<file path="src/rtl/sas_pkg.sv">
// Shared types and constants for the shape area (shoelace) block.
// Used by sas_front, sas_back and shape_area_shoelace. No dependencies.
package sas_pkg;

  localparam int COORD_BITS   = 24;
  localparam int MAX_VERTICES = 4096;
  localparam int MIN_VERTICES = 3;
  localparam int CNT_BITS     = $clog2(MAX_VERTICES + 1);
  localparam int PROD_BITS    = 2 * COORD_BITS;
  localparam int TERM_BITS    = PROD_BITS + 1;
  localparam int SUM_BITS     = 64;
  localparam int AREA_BITS    = 62;
  localparam int FRAC_BITS    = 16;
  localparam int PI_Q16       = 205887;
  localparam int PI_BITS      = 18;
  localparam int HI_BITS      = PROD_BITS - FRAC_BITS + PI_BITS;
  localparam int LO_BITS      = FRAC_BITS + PI_BITS + 1;
  localparam int ROUND_HALF   = 32768;
  localparam int FQ_DEPTH     = 2;
  localparam int FQ_PTR_BITS  = (FQ_DEPTH > 1) ? $clog2(FQ_DEPTH) : 1;
  localparam int FQ_CNT_BITS  = $clog2(FQ_DEPTH + 1);

  localparam logic [1:0] CMD_RECT   = 2'd0;
  localparam logic [1:0] CMD_CIRC   = 2'd1;
  localparam logic [1:0] CMD_VERTEX = 2'd2;

  localparam logic [AREA_BITS-1:0] AREA_MAX = {AREA_BITS{1'b1}};

  typedef enum logic [1:0] {
    OP_RECT,
    OP_CIRC,
    OP_VERTEX
  } sas_op_e;

  typedef struct packed {
    logic [1:0]                   cmd;
    logic signed [COORD_BITS-1:0] coord_x;
    logic signed [COORD_BITS-1:0] coord_y;
    logic                         last_vertex;
  } sas_in_t;

  typedef struct packed {
    logic [AREA_BITS-1:0] area_value;
    logic                 too_few_vertices;
    logic                 overflowed;
  } sas_out_t;

  typedef struct packed {
    sas_op_e                      op;
    logic signed [COORD_BITS-1:0] x;
    logic signed [COORD_BITS-1:0] y;
    logic                         last;
  } sas_item_t;

  typedef struct packed {
    logic      valid;
    sas_item_t item;
  } sas_head_t;

endpackage

</file>
<file path="src/rtl/shape_area_shoelace.sv">
// Shape area unit: rectangle, circle and streamed shoelace polygon area.
// Top level; instantiates sas_front and sas_back, uses sas_pkg.
//
// Input channel: drive item_i and raise push; a transaction is taken on a
// clock edge with push high and full low. cmd 0 is a rectangle, 1 a circle,
// 2 a polygon vertex (last_vertex closes the ring); cmd 3 is dropped.
// Result channel: while empty is low, result_o holds the oldest result; it
// is taken on an edge with pop high. Only rectangles, circles and closing
// vertices produce a result.
// The back end works on one item at a time and takes the next one from the
// front queue only while idle. It sequences its steps on the single shared
// 24x24 multiplier: a vertex makes two products and the 64-bit saturating
// accumulate, a rectangle one product, a circle r*r and then the pi scaling,
// and a closing vertex also adds the edge back to the first vertex before
// the halved area is formed.
// A two-entry front queue keeps accepting while the back end works, and the
// back end keeps going while a finished result waits in the output register.
// When the receiver stalls, the back end holds its next result and the front
// queue fills, then full rises. Reset empties both queues and clears any open
// polygon; the block is ready in the first cycle after reset.
module shape_area_shoelace import sas_pkg::*; (
  input  logic     clk_i,
  input  logic     rst_ni,
  input  logic     push,
  output logic     full,
  input  sas_in_t  item_i,
  output logic     empty,
  input  logic     pop,
  output sas_out_t result_o
);

  sas_head_t head;
  logic      take;

  sas_front u_front (
    .clk_i  (clk_i),
    .rst_ni (rst_ni),
    .push_i (push),
    .full_o (full),
    .item_i (item_i),
    .take_i (take),
    .head_o (head)
  );

  sas_back u_back (
    .clk_i    (clk_i),
    .rst_ni   (rst_ni),
    .head_i   (head),
    .take_o   (take),
    .empty_o  (empty),
    .pop_i    (pop),
    .result_o (result_o)
  );

endmodule

</file>
<file path="src/rtl/sas_front.sv">
// Front end: accepts input transactions, decodes the command and queues them.
// Depends on sas_pkg.
module sas_front import sas_pkg::*; (
  input  logic      clk_i,
  input  logic      rst_ni,
  input  logic      push_i,
  output logic      full_o,
  input  sas_in_t   item_i,
  input  logic      take_i,
  output sas_head_t head_o
);

  sas_item_t                mem_q [FQ_DEPTH];
  logic [FQ_PTR_BITS-1:0]   wr_q, wr_d, rd_q, rd_d;
  logic [FQ_CNT_BITS-1:0]   cnt_q, cnt_d;
  sas_item_t                cls_item;
  logic                     cls_ok;
  logic                     wr_en, rd_en;

  always_comb begin
    cls_item.x    = item_i.coord_x;
    cls_item.y    = item_i.coord_y;
    cls_item.last = item_i.last_vertex;
    cls_item.op   = OP_RECT;
    cls_ok        = 1'b1;
    case (item_i.cmd)
      CMD_RECT:   cls_item.op = OP_RECT;
      CMD_CIRC:   cls_item.op = OP_CIRC;
      CMD_VERTEX: cls_item.op = OP_VERTEX;
      default:    cls_ok = 1'b0;  // unknown command: dropped
    endcase
  end

  assign full_o       = (cnt_q == FQ_CNT_BITS'(FQ_DEPTH));
  assign wr_en        = push_i && !full_o && cls_ok;
  assign rd_en        = take_i && head_o.valid;
  assign head_o.valid = (cnt_q != '0);
  assign head_o.item  = mem_q[rd_q];

  always_comb begin
    wr_d  = wr_q;
    rd_d  = rd_q;
    cnt_d = cnt_q;
    if (wr_en) begin
      wr_d = (wr_q == FQ_PTR_BITS'(FQ_DEPTH - 1)) ? '0 : wr_q + FQ_PTR_BITS'(1);
    end
    if (rd_en) begin
      rd_d = (rd_q == FQ_PTR_BITS'(FQ_DEPTH - 1)) ? '0 : rd_q + FQ_PTR_BITS'(1);
    end
    if (wr_en && !rd_en) begin
      cnt_d = cnt_q + FQ_CNT_BITS'(1);
    end else if (!wr_en && rd_en) begin
      cnt_d = cnt_q - FQ_CNT_BITS'(1);
    end
  end

  always_ff @(posedge clk_i or negedge rst_ni) begin
    if (!rst_ni) begin
      wr_q  <= '0;
      rd_q  <= '0;
      cnt_q <= '0;
    end else begin
      wr_q  <= wr_d;
      rd_q  <= rd_d;
      cnt_q <= cnt_d;
    end
  end

  always_ff @(posedge clk_i) begin
    if (wr_en) begin
      mem_q[wr_q] <= cls_item;
    end
  end

  a_cnt_bound: assert property (@(posedge clk_i) disable iff (!rst_ni)
    cnt_q <= FQ_CNT_BITS'(FQ_DEPTH))
    else $error("front queue count out of range");

  a_take_valid: assert property (@(posedge clk_i) disable iff (!rst_ni)
    take_i |-> head_o.valid)
    else $error("back end took from an empty front queue");

  a_drop_unknown: assert property (@(posedge clk_i) disable iff (!rst_ni)
    (push_i && !full_o && !cls_ok) |=> (cnt_q == $past(cnt_q) - FQ_CNT_BITS'($past(rd_en))))
    else $error("unknown command entered the queue");

endmodule

</file>
<file path="src/rtl/sas_back.sv">
// Back end: shared 24x24 multiplier sequencer for rectangle, circle and
// shoelace polygon area, plus the result register. Depends on sas_pkg.
module sas_back import sas_pkg::*; (
  input  logic      clk_i,
  input  logic      rst_ni,
  input  sas_head_t head_i,
  output logic      take_o,
  output logic      empty_o,
  input  logic      pop_i,
  output sas_out_t  result_o
);

  typedef enum logic [3:0] {
    S_IDLE,
    S_M1,
    S_M2,
    S_ACC,
    S_PFIN,
    S_RFIN,
    S_CSCALE,
    S_CFIN,
    S_OUT
  } state_e;

  state_e                       st_q, st_d;
  sas_item_t                    cur_q, cur_d;
  logic signed [COORD_BITS-1:0] fx_q, fx_d, fy_q, fy_d, px_q, px_d, py_q, py_d;
  logic signed [SUM_BITS-1:0]   sum_q, sum_d;
  logic [CNT_BITS-1:0]          cnt_q, cnt_d;
  logic                         sat_q, sat_d;
  logic                         closing_q, closing_d;
  logic signed [PROD_BITS-1:0]  prod_q, prod_d, prod2_q, prod2_d;
  logic [HI_BITS-1:0]           hi_q, hi_d;
  logic [LO_BITS-1:0]           lo_q, lo_d;
  sas_out_t                     res_q, res_d, out_q, out_d;
  logic                         out_vld_q, out_vld_d;
  logic                         load;

  logic signed [COORD_BITS-1:0] mul_a, mul_b;
  logic signed [PROD_BITS-1:0]  mul_p;
  logic [PROD_BITS-1:0]         prod_abs;
  logic signed [TERM_BITS-1:0]  term;
  logic signed [SUM_BITS-1:0]   term_ext, sum_add;
  logic                         sum_ovf;
  logic [SUM_BITS-1:0]          sum_mag;
  logic [SUM_BITS-2:0]          half;

  assign mul_p    = mul_a * mul_b;
  assign prod_abs = prod_q[PROD_BITS-1] ? PROD_BITS'(-prod_q) : PROD_BITS'(prod_q);
  assign term     = TERM_BITS'(prod_q) - TERM_BITS'(prod2_q);
  assign term_ext = SUM_BITS'(term);
  assign sum_add  = sum_q + term_ext;
  assign sum_ovf  = (sum_q[SUM_BITS-1] == term_ext[SUM_BITS-1]) &&
                    (sum_add[SUM_BITS-1] != sum_q[SUM_BITS-1]);
  assign sum_mag  = sum_q[SUM_BITS-1] ? (~sum_q + SUM_BITS'(1)) : sum_q;
  assign half     = sum_mag[SUM_BITS-1:1];

  always_comb begin
    st_d      = st_q;
    cur_d     = cur_q;
    fx_d      = fx_q;
    fy_d      = fy_q;
    px_d      = px_q;
    py_d      = py_q;
    sum_d     = sum_q;
    cnt_d     = cnt_q;
    sat_d     = sat_q;
    closing_d = closing_q;
    prod_d    = prod_q;
    prod2_d   = prod2_q;
    hi_d      = hi_q;
    lo_d      = lo_q;
    res_d     = res_q;
    out_d     = out_q;
    load      = 1'b0;
    take_o    = 1'b0;
    mul_a     = cur_q.x;
    mul_b     = cur_q.y;

    case (st_q)
      S_IDLE: begin
        if (head_i.valid) begin
          take_o    = 1'b1;
          cur_d     = head_i.item;
          closing_d = 1'b0;
          case (head_i.item.op)
            OP_RECT, OP_CIRC: begin
              mul_a  = head_i.item.x;
              mul_b  = (head_i.item.op == OP_RECT) ? head_i.item.y : head_i.item.x;
              prod_d = mul_p;
              fx_d   = '0;
              fy_d   = '0;
              px_d   = '0;
              py_d   = '0;
              sum_d  = '0;
              cnt_d  = '0;
              sat_d  = 1'b0;
              st_d   = (head_i.item.op == OP_RECT) ? S_RFIN : S_CSCALE;
            end
            OP_VERTEX: begin
              if (cnt_q == '0) begin
                fx_d  = head_i.item.x;
                fy_d  = head_i.item.y;
                px_d  = head_i.item.x;
                py_d  = head_i.item.y;
                cnt_d = CNT_BITS'(1);
                if (head_i.item.last) begin
                  closing_d = 1'b1;
                  st_d      = S_M1;
                end
              end else if (cnt_q >= CNT_BITS'(MAX_VERTICES)) begin
                sat_d = 1'b1;
                if (head_i.item.last) begin
                  closing_d = 1'b1;
                  st_d      = S_M1;
                end
              end else begin
                mul_a  = px_q;
                mul_b  = head_i.item.y;
                prod_d = mul_p;
                st_d   = S_M2;
              end
            end
            default: ;
          endcase
        end
      end
      S_M1: begin
        mul_a  = px_q;
        mul_b  = fy_q;
        prod_d = mul_p;
        st_d   = S_M2;
      end
      S_M2: begin
        mul_a   = closing_q ? fx_q : cur_q.x;
        mul_b   = py_q;
        prod2_d = mul_p;
        if (!closing_q) begin
          px_d  = cur_q.x;
          py_d  = cur_q.y;
          cnt_d = cnt_q + CNT_BITS'(1);
        end
        st_d = S_ACC;
      end
      S_ACC: begin
        if (sum_ovf) begin
          sum_d = term_ext[SUM_BITS-1] ? {1'b1, {(SUM_BITS-1){1'b0}}}
                                       : {1'b0, {(SUM_BITS-1){1'b1}}};
          sat_d = 1'b1;
        end else begin
          sum_d = sum_add;
        end
        if (closing_q) begin
          st_d = S_PFIN;
        end else if (cur_q.last) begin
          closing_d = 1'b1;
          st_d      = S_M1;
        end else begin
          st_d = S_IDLE;
        end
      end
      S_PFIN: begin
        if (cnt_q < CNT_BITS'(MIN_VERTICES)) begin
          res_d.area_value       = '0;
          res_d.too_few_vertices = 1'b1;
          res_d.overflowed       = sat_q;
        end else if (half[SUM_BITS-2]) begin
          res_d.area_value       = AREA_MAX;
          res_d.too_few_vertices = 1'b0;
          res_d.overflowed       = 1'b1;
        end else begin
          res_d.area_value       = half[AREA_BITS-1:0];
          res_d.too_few_vertices = 1'b0;
          res_d.overflowed       = sat_q;
        end
        fx_d  = '0;
        fy_d  = '0;
        px_d  = '0;
        py_d  = '0;
        sum_d = '0;
        cnt_d = '0;
        sat_d = 1'b0;
        st_d  = S_OUT;
      end
      S_RFIN: begin
        res_d.area_value       = AREA_BITS'(prod_abs);
        res_d.too_few_vertices = 1'b0;
        res_d.overflowed       = 1'b0;
        st_d                   = S_OUT;
      end
      S_CSCALE: begin
        // r*r split at bit 16, the binary point of pi in Q16, so each product stays narrow
        hi_d = HI_BITS'(prod_q[PROD_BITS-1:FRAC_BITS]) * HI_BITS'(PI_Q16);
        lo_d = LO_BITS'(prod_q[FRAC_BITS-1:0]) * LO_BITS'(PI_Q16) + LO_BITS'(ROUND_HALF);
        st_d = S_CFIN;
      end
      S_CFIN: begin
        res_d.area_value       = AREA_BITS'(hi_q) + AREA_BITS'(lo_q >> FRAC_BITS);
        res_d.too_few_vertices = 1'b0;
        res_d.overflowed       = 1'b0;
        st_d                   = S_OUT;
      end
      S_OUT: begin
        if (!out_vld_q || pop_i) begin
          out_d = res_q;
          load  = 1'b1;
          st_d  = S_IDLE;
        end
      end
      default: st_d = S_IDLE;
    endcase
  end

  assign out_vld_d = load || (out_vld_q && !pop_i);
  assign empty_o   = !out_vld_q;
  assign result_o  = out_q;

  always_ff @(posedge clk_i or negedge rst_ni) begin
    if (!rst_ni) begin
      st_q      <= S_IDLE;
      cur_q     <= '0;
      fx_q      <= '0;
      fy_q      <= '0;
      px_q      <= '0;
      py_q      <= '0;
      sum_q     <= '0;
      cnt_q     <= '0;
      sat_q     <= 1'b0;
      closing_q <= 1'b0;
      prod_q    <= '0;
      prod2_q   <= '0;
      hi_q      <= '0;
      lo_q      <= '0;
      res_q     <= '0;
      out_q     <= '0;
      out_vld_q <= 1'b0;
    end else begin
      st_q      <= st_d;
      cur_q     <= cur_d;
      fx_q      <= fx_d;
      fy_q      <= fy_d;
      px_q      <= px_d;
      py_q      <= py_d;
      sum_q     <= sum_d;
      cnt_q     <= cnt_d;
      sat_q     <= sat_d;
      closing_q <= closing_d;
      prod_q    <= prod_d;
      prod2_q   <= prod2_d;
      hi_q      <= hi_d;
      lo_q      <= lo_d;
      res_q     <= res_d;
      out_q     <= out_d;
      out_vld_q <= out_vld_d;
    end
  end

  a_cnt_max: assert property (@(posedge clk_i) disable iff (!rst_ni)
    cnt_q <= CNT_BITS'(MAX_VERTICES))
    else $error("vertex count above limit");

  a_out_clear: assert property (@(posedge clk_i) disable iff (!rst_ni)
    (st_q == S_OUT) |-> (cnt_q == '0 && !sat_q && sum_q == '0))
    else $error("polygon state not cleared before result");

  a_few_zero: assert property (@(posedge clk_i) disable iff (!rst_ni)
    (out_vld_q && out_q.too_few_vertices) |-> (out_q.area_value == '0))
    else $error("degenerate polygon with nonzero area");

  a_take_idle: assert property (@(posedge clk_i) disable iff (!rst_ni)
    take_o |-> (st_q == S_IDLE))
    else $error("item taken while busy");

endmodule
</file>
<file path="config.mk">
export PLATFORM = sky130hd
export DESIGN_NAME = shape_area_shoelace
export DESIGN_NICKNAME = d
export VERILOG_FILES = /design/src/rtl/sas_pkg.sv /design/src/rtl/shape_area_shoelace.sv /design/src/rtl/sas_front.sv /design/src/rtl/sas_back.sv
export SDC_FILE = /design/constraint.sdc
export NUM_CORES = 2
export LEC_CHECK = 0
export BUFFER_PORTS_ARGS = -buffer_cell sky130_fd_sc_hd__buf_4
export CAP_MARGIN = 5
export CORE_MARGIN = 2
export CORE_UTILIZATION = 60
export DETAILED_ROUTE_END_ITERATION = 8
export GPL_TIMING_DRIVEN = 1
export PLACE_DENSITY = 0.84
export SKIP_LAST_GASP = 1
export SYNTH_ARGS = -nofsm -noshare
export SYNTH_HDL_FRONTEND = slang
export SYNTH_HIERARCHICAL = 1
export SYNTH_SLANG_ARGS = --single-unit
</file>
<file path="constraint.sdc">
create_clock -name clk_i -period 27.2 [get_ports clk_i]
set_input_delay 5.44 -clock clk_i [delete_from_list [all_inputs] [get_ports clk_i]]
set_output_delay 5.44 -clock clk_i [all_outputs]
set_load 0.05 [all_outputs]
</file>
==> impl_metrics.env <==
export IMPL_status="finished clean"
export IMPL_ctsResizeCount=0
export IMPL_synth_most_common_cell="inv_1"
export IMPL_synthTopCellsByCount="1,324 x inv_1, 1,058 x nand2_1, 885 x fa_1, 637 x ha_1, 554 x nor2_1"
export IMPL_final_setup_tns_ns=0
export IMPL_viasPerCell=6.08
export IMPL_grt_usage=0.335
export IMPL_crit_top_cell="fa_1"
export IMPL_start_util=0.607
export IMPL_nets=9690
export IMPL_crit_buf_inv=4
export IMPL_grt_pass1_wl_mm=330
export IMPL_rsz0062_at_grt="no"
export IMPL_synth_top_cell_area_share=0.243
export IMPL_num_vias=59400
export IMPL_wl_per_cell_um=21.3
export IMPL_period_minus_slack_ns=11.30
export IMPL_die_area_sq_um=125000
export IMPL_drt_first_pass_iters=8
export IMPL_critPathSlowestCell="nand2_1"
export IMPL_area_growth_pct=6.61
export IMPL_rows=127
export IMPL_post_route_util=0.647
export IMPL_postCtsSetupBuffers=0
export IMPL_clk_path_buf_depth=3
export IMPL_synthTopCellsByArea="fa_1 24%, dfrtp_1 18%, ha_1 11%, inv_1 6.8%, nand2_1 5.4%"
export IMPL_min_period_over_period=0.415
export IMPL_post_route_drc_count=0
export IMPL_finalMaxSlewViolations=0
export IMPL_drv_cap=0
export IMPL_dp_hpwl_mm=163
export IMPL_ant_nets=0
export IMPL_critPathMaxStageDelay_ns=0.80
export IMPL_htree_levels=3
export IMPL_numPortBuffers=120
export IMPL_synth_seq_cells=628
export IMPL_place_area_sq_um=75400
export IMPL_yosysSeqAreaShare=0.222
export IMPL_cts_tree="yes"
export IMPL_ys_async_sr_fraction=0.838
export IMPL_chipWidth_um=353
export IMPL_wl_mm=208
export IMPL_hold_buffers=0
export IMPL_clk_latency_ns=0.67
export IMPL_cpLargestDelayFamily="adder cells"
export IMPL_skew_ns=0.0265
export IMPL_ys_types=88
export IMPL_grt_pass1_vias=61500
export IMPL_globalplace_congestion=0.997
export IMPL_synth_flop_cell="dfrtp_1"
export IMPL_synth_nets=9753
export IMPL_num_io_pins=121
export IMPL_grt_overflow_total=0
export IMPL_synth_area_sq_um=73000
export IMPL_min_path_type="flop to flop"
export IMPL_critPathMaxFanout=52
export IMPL_core_area_sq_um=120000
export IMPL_hold_viol=0
export IMPL_slew_headroom=0.143
export IMPL_path_class="flop to flop"
export IMPL_synth_edff_count=102
export IMPL_grt_max_degree=103
export IMPL_clock_tree_root_cell="clkbuf_16"
export IMPL_setup_viol=0
export IMPL_tightest_slew_ns=1.28
export IMPL_synth_area_per_cell_sq_um=8.93
export IMPL_finalInstanceArea_sq_um=77800
export IMPL_fmax_ghz=0.0885
export IMPL_drt_first_iter_violations=5961
export IMPL_die_height_um=353
export IMPL_yosysWarnings=6
export IMPL_end_kind="flop"
export IMPL_clkSlewWorstSetupHoldPaths_ns=0.06
export IMPL_cts_sinks=628
export IMPL_cts_made_buffers=72
export IMPL_layout_drive_gt1_share=0.0702
export IMPL_critical_path_arrival_ns=11.81
export IMPL_netlist_instances=8176
export IMPL_start_kind="flop"
export IMPL_synth_area_leader_cell="fa_1"
export IMPL_grt_antenna_before_repair=3
export IMPL_required_ns=27.71
-- per-stage QoR --
step	worst slack [ns]	hold slack (ns)	cells
2_1_floorplan	17.99	0.443	8176
3_3_place_gp	16.48	0.461	9650
3_5_place_dp	16.28	0.469	9650
4_1_cts	16.24	0.482	9778
5_1_grt	15.52	0.501	9779
6_report	15.90	0.477	9780
-- routing by layer --
metal | vias up | GRT usage | share of wire
met2 | 3206 | 0.548 | 0.46
li1 | 26600 | - | -
met1 | 28800 | 0.419 | 0.37
met5 | - | 0 | 0.000086
met4 | 2 | 0.180 | 0.063
met3 | 804 | 0.0686 | 0.10
-- worst paths after layout --
check	slack, ns	from	depth (start not counted)	to
max	15.90	u_front/rd_q$_DFFE_PN0P_	29	u_back/prod_q[46]$_DFFE_PN0P_
min	0.48	u_back/prod2_q[32]$_DFFE_PN0N_	2	u_back/prod2_q[32]$_DFFE_PN0N_
max reg2reg	15.90	u_front/rd_q$_DFFE_PN0P_	29	u_back/prod_q[46]$_DFFE_PN0P_
min reg2reg	0.48	u_back/prod2_q[32]$_DFFE_PN0N_	2	u_back/prod2_q[32]$_DFFE_PN0N_
max in group asynchronous	19.92	rst_ni	3	u_back/px_q[12]$_DFFE_PN0P_
min in group asynchronous	4.76	rst_ni	1	u_back/lo_q[28]$_DFFE_PN0P_
-- tightest hold or removal path: cells and delay by family, from the launching register on --
family | cells | cell delay (ns)
DFF | 1 | 0.34
AOI/OAI and AO/OA | 1 | 0.06
and+or+nand+nor | 1 | 0.05
-- cell families after synthesis --
| kind of cell | count (synthesis) | share of synthesized area |
|---|---|---|
| AOI/OAI and AO/OA | 1691 | 0.140 |
| xor gates and xnor gates | 343 | 0.0411 |
| adders and majority gates | 1522 | 0.352 |
| buffers and inverters | 1673 | 0.0876 |
| DFF | 628 | 0.222 |
| muxes | 174 | 0.0291 |
| and+or+nand+nor | 2145 | 0.128 |
-- state kept, by name, summed over array words and instances (netlist names), 2 cells and up --
name             cells
u_front/mem_q      102
u_back/res_q        64
u_back/result_o     64
u_back/sum_q        64
u_back/hi_q         50
u_back/cur_q        49
u_back/prod2_q      48
u_back/prod_q       48
u_back/fx_q         24
u_back/fy_q         24
u_back/px_q         24
u_back/py_q         24
u_back/lo_q         19
u_back/cnt_q        13
u_back/st_q          4
u_front/cnt_q        2
-- layout make-up --
type                    instances  area [sq um]
diodes                          1          2.50
multi-input cells            5875         50600
inverters                    1325          4970
repair buffers                211          1590
clock buffers                  90          1950
well taps                    1612          2020
clock inverters                38           514
fillers                      9458         42400
flip-flops and latches        628         16200
-- cells in the final DEF (no fill, tap or decap), drive strengths merged, types with 14 or more instances in the layout --
master,Yosys,layout
buf,28,211
o21ai,558,558
nand3,84,84
nor4,17,17
dfrtp,526,526
inv,1324,1330
or3,32,32
nand2b,32,32
a2111oi,14,14
a221oi,25,25
or4,22,22
o22ai,52,52
o31ai,33,33
fa,885,885
edfxtp,102,102
o21a,37,37
and2,61,61
a21o,135,135
a211oi,55,55
o211ai,43,43
nand4,60,60
nor2,554,554
ha,637,637
nor2b,58,58
a21oi,503,503
mux2i,14,14
or2,28,28
nor3,50,50
clkinv,1,18
o22a,22,22
xnor2,220,220
xor2,123,123
mux2,160,160
clkbuf,320,90
nand2,1058,1058
a31oi,34,34
and3,49,49
o21bai,48,48
Power is not shown: default switching activity piles up to over one toggle a cycle in this logic, so the estimate is an artifact.
